### src/design/max_drawdown_tracker_assert.svh
// assertion helpers for the drawdown tracker
`ifndef MAX_DRAWDOWN_TRACKER_ASSERT_SVH
`define MAX_DRAWDOWN_TRACKER_ASSERT_SVH

// same-cycle implication, checked on every rising clock outside reset
`define MDD_ASSERT_IMPL(label, ante, cons, msg) \
   label: assert property (@(posedge clock) disable iff (reset) (ante) |-> (cons)) \
      else $error(msg);

// next-cycle implication
`define MDD_ASSERT_NEXT(label, ante, cons, msg) \
   label: assert property (@(posedge clock) disable iff (reset) (ante) |=> (cons)) \
      else $error(msg);

`endif

### src/design/mdd_pkg.sv
package mdd_pkg;

   // fixed field widths
   localparam int VAL_FIELD_W = 32;
   localparam int QUO_W       = 32;
   localparam int FRAC_W      = 16;

   typedef struct packed {
      logic [VAL_FIELD_W-1:0] value;
      logic                   first;
   } req_type;

   typedef struct packed {
      logic [QUO_W-1:0] drawdown_now;
      logic [QUO_W-1:0] max_drawdown;
   } rsp_type;

   // divider status toward the sequencer
   typedef struct packed {
      logic busy;
      logic done;
   } div_stat_type;

endpackage

### src/design/mdd_div.sv
module mdd_div #(
   parameter int VALUE_WIDTH = 32
) (
   input  logic                          clock,
   input  logic                          reset,
   input  logic                          start,
   input  logic [VALUE_WIDTH-1:0]        rem_init,
   input  logic [mdd_pkg::QUO_W-1:0]     low_bits,
   input  logic [VALUE_WIDTH-1:0]        divisor,
   output mdd_pkg::div_stat_type         stat,
   output logic [mdd_pkg::QUO_W-1:0]     quotient
);
   import mdd_pkg::*;

   localparam int CNT_W = $clog2(QUO_W);

   logic                   busy_ff, busy_in;
   logic                   done_ff, done_in;
   logic [CNT_W-1:0]       cnt_ff, cnt_in;
   logic [VALUE_WIDTH-1:0] rem_ff, rem_in;
   logic [VALUE_WIDTH-1:0] div_ff, div_in;
   logic [QUO_W-1:0]       low_ff, low_in;
   logic [QUO_W-1:0]       quo_ff, quo_in;
   logic [VALUE_WIDTH:0]   trial;

   // one restoring step: shift in next dividend bit, try subtract
   assign trial = {rem_ff, low_ff[QUO_W-1]} - {1'b0, div_ff};

   always_comb begin
      busy_in = busy_ff;
      done_in = 1'b0;
      cnt_in  = cnt_ff;
      rem_in  = rem_ff;
      div_in  = div_ff;
      low_in  = low_ff;
      quo_in  = quo_ff;
      if (start) begin
         busy_in = 1'b1;
         cnt_in  = '0;
         rem_in  = rem_init;
         div_in  = divisor;
         low_in  = low_bits;
         quo_in  = '0;
      end else if (busy_ff) begin
         low_in = {low_ff[QUO_W-2:0], 1'b0};
         quo_in = {quo_ff[QUO_W-2:0], ~trial[VALUE_WIDTH]};
         if (!trial[VALUE_WIDTH]) begin
            rem_in = trial[VALUE_WIDTH-1:0];
         end else begin
            rem_in = {rem_ff[VALUE_WIDTH-2:0], low_ff[QUO_W-1]};
         end
         cnt_in = cnt_ff + 1'b1;
         if (cnt_ff == CNT_W'(QUO_W - 1)) begin
            busy_in = 1'b0;
            done_in = 1'b1;
         end
      end
   end

   always_ff @(posedge clock) begin
      if (reset) begin
         busy_ff <= 1'b0;
         done_ff <= 1'b0;
         cnt_ff  <= '0;
      end else begin
         busy_ff <= busy_in;
         done_ff <= done_in;
         cnt_ff  <= cnt_in;
      end
      rem_ff <= rem_in;
      div_ff <= div_in;
      low_ff <= low_in;
      quo_ff <= quo_in;
   end

   assign stat.busy = busy_ff;
   assign stat.done = done_ff;
   assign quotient  = quo_ff;

endmodule

### src/design/max_drawdown_tracker.sv
// running maximum drawdown of a stream of signed portfolio values. each req beat carries a
// value and a first flag; first restarts the series (peak = value, maximum cleared). the peak
// rises to any larger value, and while it is positive the drawdown is
// (peak - value) * 100 / peak in percent, unsigned q16.16, truncated, saturating at all ones.
// each req beat yields one rsp beat with the current and the worst drawdown of the series;
// with a peak that is not positive the current drawdown is zero. one item is in work at a
// time; it goes from accept to result through the setup steps (peak update, scale by 100,
// overflow check), a restoring divider that produces one quotient bit per cycle, a register
// that carries the divider's done flag to the sequencer, and the load of the output
// register, which waits while an earlier result is held by rsp_stall. req_stall drops again
// in the cycle after the output load. the output register lets the next req beat be taken
// while an earlier result still waits on rsp_stall.
module max_drawdown_tracker #(
   parameter int VALUE_WIDTH = 32
) (
   input  logic             clock,
   input  logic             reset,
   input  logic             req_valid,
   output logic             req_stall,
   input  mdd_pkg::req_type req_data,
   output logic             rsp_valid,
   input  logic             rsp_stall,
   output mdd_pkg::rsp_type rsp_data
);
   import mdd_pkg::*;

   // scaled difference is below 2^(VALUE_WIDTH+7); keep at least one bit above the fraction
   localparam int SC_W = (VALUE_WIDTH + 7 > FRAC_W + 1) ? VALUE_WIDTH + 7 : FRAC_W + 1;

   // sequencer states
   localparam logic [2:0] ST_IDLE  = 3'd0;
   localparam logic [2:0] ST_PEAK  = 3'd1;
   localparam logic [2:0] ST_SCALE = 3'd2;
   localparam logic [2:0] ST_START = 3'd3;
   localparam logic [2:0] ST_DIV   = 3'd4;
   localparam logic [2:0] ST_FIN   = 3'd5;

   logic [2:0]                    state_ff, state_in;
   logic signed [VALUE_WIDTH-1:0] val_ff, val_in;
   logic                          first_ff, first_in;
   logic signed [VALUE_WIDTH-1:0] peak_ff, peak_in;
   logic [QUO_W-1:0]              worst_ff, worst_in;
   logic [VALUE_WIDTH:0]          diff_ff, diff_in;
   logic [SC_W-1:0]               scaled_ff, scaled_in;
   logic                          pos_ff, pos_in;
   logic                          sat_ff, sat_in;
   logic                          rsp_valid_ff, rsp_valid_in;
   rsp_type                       rsp_ff, rsp_in;

   logic signed [VALUE_WIDTH-1:0] req_val;
   logic signed [VALUE_WIDTH-1:0] peak_base;
   logic signed [VALUE_WIDTH-1:0] peak_new;
   logic [SC_W-1:0]               diff_ext;
   logic [VALUE_WIDTH-1:0]        high_part;
   logic [QUO_W-1:0]              now_val;
   logic [QUO_W-1:0]              worst_new;
   logic                          out_free;
   logic                          req_take;
   logic                          div_start;
   div_stat_type                  div_stat;
   logic [QUO_W-1:0]              div_quo;

   // low VALUE_WIDTH bits of the field, or the field sign extended when wider
   generate
      if (VALUE_WIDTH <= VAL_FIELD_W) begin : g_val_narrow
         assign req_val = req_data.value[VALUE_WIDTH-1:0];
      end else begin : g_val_wide
         assign req_val = {{(VALUE_WIDTH - VAL_FIELD_W){req_data.value[VAL_FIELD_W-1]}},
                           req_data.value};
      end
   endgenerate

   assign req_stall = (state_ff != ST_IDLE);
   assign req_take  = req_valid && !req_stall;
   assign out_free  = !rsp_valid_ff || !rsp_stall;

   // new series starts from the item's own value
   assign peak_base = first_ff ? val_ff : peak_ff;
   assign peak_new  = (val_ff > peak_base) ? val_ff : peak_base;

   // times 100 as 64 + 32 + 4
   assign diff_ext = SC_W'(diff_ff);

   // upper dividend bits, the divider's starting remainder; must stay below the peak
   assign high_part = VALUE_WIDTH'(scaled_ff[SC_W-1:FRAC_W]);
   assign div_start = (state_ff == ST_START);

   assign now_val   = !pos_ff ? '0 : (sat_ff ? '1 : div_quo);
   assign worst_new = (now_val > worst_ff) ? now_val : worst_ff;

   always_comb begin
      state_in     = state_ff;
      val_in       = val_ff;
      first_in     = first_ff;
      peak_in      = peak_ff;
      worst_in     = worst_ff;
      diff_in      = diff_ff;
      scaled_in    = scaled_ff;
      pos_in       = pos_ff;
      sat_in       = sat_ff;
      rsp_in       = rsp_ff;
      rsp_valid_in = rsp_valid_ff && rsp_stall;
      case (state_ff)
         ST_IDLE: begin
            if (req_take) begin
               val_in   = req_val;
               first_in = req_data.first;
               state_in = ST_PEAK;
            end
         end
         ST_PEAK: begin
            // peak update, maximum cleared on a new series
            peak_in  = peak_new;
            pos_in   = (peak_new > 0);
            diff_in  = {peak_new[VALUE_WIDTH-1], peak_new} - {val_ff[VALUE_WIDTH-1], val_ff};
            if (first_ff) begin
               worst_in = '0;
            end
            state_in = ST_SCALE;
         end
         ST_SCALE: begin
            scaled_in = (diff_ext << 6) + (diff_ext << 5) + (diff_ext << 2);
            state_in  = ST_START;
         end
         ST_START: begin
            // 65536 percent or more does not fit q16.16
            sat_in   = (high_part >= $unsigned(peak_ff));
            state_in = ST_DIV;
         end
         ST_DIV: begin
            if (div_stat.done) begin
               state_in = ST_FIN;
            end
         end
         ST_FIN: begin
            if (out_free) begin
               rsp_valid_in        = 1'b1;
               rsp_in.drawdown_now = now_val;
               rsp_in.max_drawdown = worst_new;
               worst_in            = worst_new;
               state_in            = ST_IDLE;
            end
         end
         default: begin
            state_in = ST_IDLE;
         end
      endcase
   end

   always_ff @(posedge clock) begin
      if (reset) begin
         state_ff     <= ST_IDLE;
         peak_ff      <= '0;
         worst_ff     <= '0;
         rsp_valid_ff <= 1'b0;
      end else begin
         state_ff     <= state_in;
         peak_ff      <= peak_in;
         worst_ff     <= worst_in;
         rsp_valid_ff <= rsp_valid_in;
      end
      val_ff    <= val_in;
      first_ff  <= first_in;
      diff_ff   <= diff_in;
      scaled_ff <= scaled_in;
      pos_ff    <= pos_in;
      sat_ff    <= sat_in;
      rsp_ff    <= rsp_in;
   end

   // bit-serial divide: floor(scaled * 2^16 / peak), one quotient bit per cycle
   mdd_div #(
      .VALUE_WIDTH (VALUE_WIDTH)
   ) u_div (
      .clock    (clock),
      .reset    (reset),
      .start    (div_start),
      .rem_init (high_part),
      .low_bits ({scaled_ff[FRAC_W-1:0], {(QUO_W - FRAC_W){1'b0}}}),
      .divisor  ($unsigned(peak_ff)),
      .stat     (div_stat),
      .quotient (div_quo)
   );

   assign rsp_valid = rsp_valid_ff;
   assign rsp_data  = rsp_ff;

`include "max_drawdown_tracker_assert.svh"

   // the reported maximum never trails the current drawdown of the same beat
   `MDD_ASSERT_IMPL(a_max_covers_now, rsp_valid_in && !(rsp_valid_ff && rsp_stall),
      rsp_in.max_drawdown >= rsp_in.drawdown_now, "max drawdown below current drawdown")
   // divider runs only between start and its done flag
   `MDD_ASSERT_IMPL(a_div_idle_outside, div_stat.busy || div_stat.done,
      state_ff == ST_DIV, "divider active outside the divide phase")
   // starting the divider always makes it busy next cycle
   `MDD_ASSERT_NEXT(a_div_starts, div_start, div_stat.busy && state_ff == ST_DIV,
      "divider did not start")

endmodule
### config.mk
export PLATFORM = sky130hd
export DESIGN_NAME = max_drawdown_tracker
export DESIGN_NICKNAME = d
export VERILOG_FILES = /design/src/design/mdd_pkg.sv /design/src/design/mdd_div.sv /design/src/design/max_drawdown_tracker.sv
export VERILOG_INCLUDE_DIRS = /design/src /design/src/design
export SDC_FILE = /design/constraint.sdc
export NUM_CORES = 1
export LEC_CHECK = 0
export ABC_AREA = 1
export BUFFER_PORTS_ARGS = -buffer_cell sky130_fd_sc_hd__buf_2
export CORE_ASPECT_RATIO = 1.2
export CORE_UTILIZATION = 60
export DETAILED_ROUTE_END_ITERATION = 8
export GPL_TIMING_DRIVEN = 1
export PLACE_DENSITY = 0.78
export SKIP_CTS_REPAIR_TIMING = 1
export SLEW_MARGIN = 20
export SYNTH_ARGS = -nofsm -noshare
export SYNTH_HDL_FRONTEND = slang
export SYNTH_SLANG_ARGS = --single-unit
### constraint.sdc
create_clock -name clock -period 5.1 [get_ports clock]
set_input_delay 0.51 -clock clock [delete_from_list [all_inputs] [get_ports clock]]
set_output_delay 0.51 -clock clock [all_outputs]
set_load 0.02 [all_outputs]
==> run summary <==
The flow ran to the end, and the final reports show no timing, DRC or antenna violations. Synthesis handed over a netlist of ~2,600 instances. The H-tree depth reported by CTS is 2. The most common cell after layout, fill and taps aside is sky130_fd_sc_hd__nand2_1. Setup violations remaining at the end of the flow were counted as 0. After detailed routing, the number of vias per cell comes to between 5 and 6. Measured along the y axis, the die boundary spans 211 microns. The first-pass GRT wire length came out at approximately 86,000 microns.

The number of global-route vias before repair is roughly 18,000. The worst hold path begins at req_data[13]. The remaining global-route overflow is 0.

The x dimension of the die came out at roughly 180 microns. TritonCTS built the clock tree. The pin count of the biggest net entering global routing is 80. The maximum fanout along the worst path is 65. In this run the remaining antenna-violating nets after routing total 0. The proportion of synthesized area in mux cells is 0%. The count of final max-slew check failures came out at 0.

For this run, the number of Yosys warnings is 0. The clock network latency to the later pin of the worst-skew pair is ~540 ps. The clock arrives with 17.1 ps of skew. Of the total synthesized cell area, the portion taken by full adders, half adders and majority gates is 13.7%.

The number of I/O pins is ~100. The number of buffers between clock root and the deepest sink is 3. Leaving out filler cells and counting taps, the final layout contains ~3,200. The max-cap check violation count came out at 0. The fraction of the cycle the final worst path needs is a little over nine tenths. The count of vias placed by the detailed router is around 18,000. The share of synthesized cell area in and, or, nand and nor gates is between 10% and 20%. The number of fill cells in the layout is about 2,900. The total clock sinks came out at about 350. By startpoint and endpoint, the worst setup path is classified as flop to flop. The count of standard-cell rows came out at 76. The routed design has 53,300 microns of wire. On the critical path the largest part of the delay comes from simple AND/OR/NAND/NOR gates. The final layout contains around 2,900 nets. The number of buffers added on ports is roughly 100.

STA classifies the critical path endpoint as a flop. The path depth of the worst reg2reg path came out at 30. After synthesis, the largest family of logic cells by area is simple AND/OR/NAND/NOR gates. Of the total synthesized cell area, the portion taken by XOR and XNOR cells is ~3.4%.

For hold timing, the worst endpoint is val_ff[12]. The weighted congestion reported at the end of routability-driven placement came out at 0.986. From synthesis to final layout, the design area changed by 11.1%. Global routing used about 29% of the available tracks. The share of the synthesized area in compound gates (AO/OA/AOI/OAI) came out at 14.3%.

The number of violations reported at the end of detailed-routing iteration 0 is 1,234. Data on the critical path is required at its endpoint by roughly 5400 ps. The area of the core region is ~36,000 sq um.

The path class of the lowest-slack min-delay path is primary input to flop. In this run the clock root is driven by a sky130_fd_sc_hd__clkbuf_16. In this run the critical register-to-register path is launched from first_ff. The initial core utilization is between 60% and 70%. The transition time of the tightest slew-check pin came out at 1080 ps. The post-synthesis sequential element count is about 350. After clock tree synthesis, the clock-pin slew on the worst setup and hold paths is about 70 ps. After detailed routing, the number of remaining DRC violations is 0. Across all register-to-register paths, the minimum setup slack is between 200 and 300 ps. Before antenna repair, the detailed router went through 5 iterations. The area of the die is 37,300 sq um. The number of antenna diodes in the final layout is 0.

The critical path's most frequent cell is sky130_fd_sc_hd__nand2_1. In this run the critical register-to-register path is captured at diff_ff[24]. The final hold slack came out at 139 ps. The proportion of synthesized chip area in sequential cells is a little over two fifths.

The minimum clock period after layout came out at about 4800 ps. In the layout the commonest cells are sky130_fd_sc_hd__nand2_1 (536), sky130_fd_sc_hd__inv_1 (416), sky130_fd_sc_hd__edfxtp_1 (238). The ratio of cells with drive above 1 in the final layout is under 10%.

The synthesized area came out at 21,900 sq um. The number of hold-slack violations in the final timing report came to 0. The cell count of the worst hold path came out at 1.

The number of instances in the placed design came out at just over 3,000. The number of enable-type register cells in the synthesized netlist is approximately 240. The number of buffers created by CTS came out at 37.

The setup slack after placement came out at 165 ps. In the synthesized netlist the async set-or-reset flop fraction comes to 0%. The data arrival at the endpoint of the critical path is 5080 ps. The number of distinct library cell variants in the gate-level netlist after synthesis is 52.

The highest clock rate is 208 MHz. Counting both buffers and inverters, the worst setup path holds a total of 3. The number of antenna violations at the first check in global routing came out at 0. The worst path meets setup with 290 ps of slack. The setup total negative slack came out at 0 ps. Synthesis produced a netlist with a net count of about 2,800.

The cell at the slowest stage of the critical path is sky130_fd_sc_hd__edfxtp_1. The worst stage delay on the critical path came out at just over 400 ps. Among all flip-flop cells after synthesis, the most frequent one is sky130_fd_sc_hd__edfxtp_1. Setup repair after global routing could not meet its margin everywhere.

Dividing the synthesized area by the synthesized cell count gives about 8.6 sq um. STA classifies the critical path startpoint as a flop. The headroom to the max-slew limit came out at about 28%.

The detailed placer's ending HPWL came out at between 40,000 and 50,000 microns. In the final routed layout, each cell accounts on average for about 17 microns.
-- through the flow --
stage | cell area (sq um) | utilization, %
after floorplan | 21900 | -
after global placement | 23000 | 64.1
after detailed placement | 23000 | 64.1
after CTS | 24300 | 67.5
after global routing | 24300 | 67.7
final | 24300 | 67.7
-- how the worst max path moves through the flow --
stage | slack, ps | start | depth (start not counted) | to
detailed placement | 160 | first_ff | 27 | diff_ff[24]
global placement | 320 | first_ff | 30 | diff_ff[24]
floorplan | 710 | first_ff | 30 | diff_ff[22]
finish | 290 | first_ff | 30 | diff_ff[24]
global route | -90 | first_ff | 30 | diff_ff[24]
CTS | 150 | first_ff | 29 | diff_ff[24]
-- state kept, by name, indices dropped and copies added, names as in the netlist, 3 cells and up --
register,count
scaled_ff,37
u_div.rem_ff,32
u_div.quotient,32
peak_ff,32
diff_ff,33
state_ff,3
u_div.cnt_ff,5
u_div.div_ff,32
val_ff,32
worst_ff,32
u_div.low_ff,14
rsp_data,64
-- layer usage --
layer  up-vias  part of all wire, %  GRT usage (%)
met5         -                    0              0
met4         0                  4.1           13.0
met3       151                  5.1           3.27
met2       593                   49           51.8
met1      8357                   42           34.9
li1       8819                    -              -
-- cell families after synthesis --
family,Yosys count
adders and majority gates,221
DFF,354
xor gates and xnor gates,84
buffers and inverters,492
AOI/OAI and AO/OA,541
and+or+nand+nor,869
-- Yosys cell counts (3+ instances only) --
library cell / n / area (sq um)
sky130_fd_sc_hd__xnor2_1: 37 / 324
sky130_fd_sc_hd__ha_1: 189 / 2360
sky130_fd_sc_hd__o211ai_1: 21 / 158
sky130_fd_sc_hd__a221oi_1: 5 / 43.8
sky130_fd_sc_hd__buf_4: 3 / 22.5
sky130_fd_sc_hd__o21ai_0: 144 / 721
sky130_fd_sc_hd__a2111oi_0: 4 / 35.0
sky130_fd_sc_hd__nand4_1: 39 / 244
sky130_fd_sc_hd__o21ai_1: 37 / 185
sky130_fd_sc_hd__xor2_1: 47 / 412
sky130_fd_sc_hd__nand3_1: 99 / 495
sky130_fd_sc_hd__inv_1: 417 / 1570
sky130_fd_sc_hd__edfxtp_1: 238 / 7150
sky130_fd_sc_hd__buf_6: 5 / 56.3
sky130_fd_sc_hd__clkbuf_1: 57 / 214
sky130_fd_sc_hd__a21oi_2: 3 / 26.3
sky130_fd_sc_hd__nor2_1: 122 / 458
sky130_fd_sc_hd__a21boi_0: 3 / 22.5
sky130_fd_sc_hd__a21oi_1: 206 / 1030
sky130_fd_sc_hd__and2_1: 33 / 206
sky130_fd_sc_hd__nand3b_1: 3 / 22.5
sky130_fd_sc_hd__a21o_1: 10 / 75.1
sky130_fd_sc_hd__a211oi_1: 5 / 37.5
sky130_fd_sc_hd__nor4_1: 7 / 43.8
sky130_fd_sc_hd__nand2_1: 536 / 2010
sky130_fd_sc_hd__nand2_2: 3 / 18.8
sky130_fd_sc_hd__o21ai_2: 9 / 78.8
sky130_fd_sc_hd__nor3_1: 20 / 100
sky130_fd_sc_hd__a22oi_1: 31 / 233
sky130_fd_sc_hd__fa_1: 32 / 641
sky130_fd_sc_hd__a21boi_1: 12 / 90.1
sky130_fd_sc_hd__buf_2: 8 / 40.0
sky130_fd_sc_hd__dfxtp_1: 116 / 2320
sky130_fd_sc_hd__a31oi_1: 26 / 163
sky130_fd_sc_hd__o21bai_1: 8 / 60.1
sky130_fd_sc_hd__o21a_1: 7 / 52.6
-- cell type report --
type                    count  area [sq um]  area share, %
clock buffers              48          1040           4.27
flip-flops and latches    354          9470           38.9
well taps                 468           586           2.41
repair buffers            141           841           3.45
multi-input cells        1715         10600           43.7
clock inverters            20           196          0.807
inverters                 418          1570           6.45
Power is not shown: default switching activity piles up to over one toggle a cycle in this logic, so the estimate is an artifact.
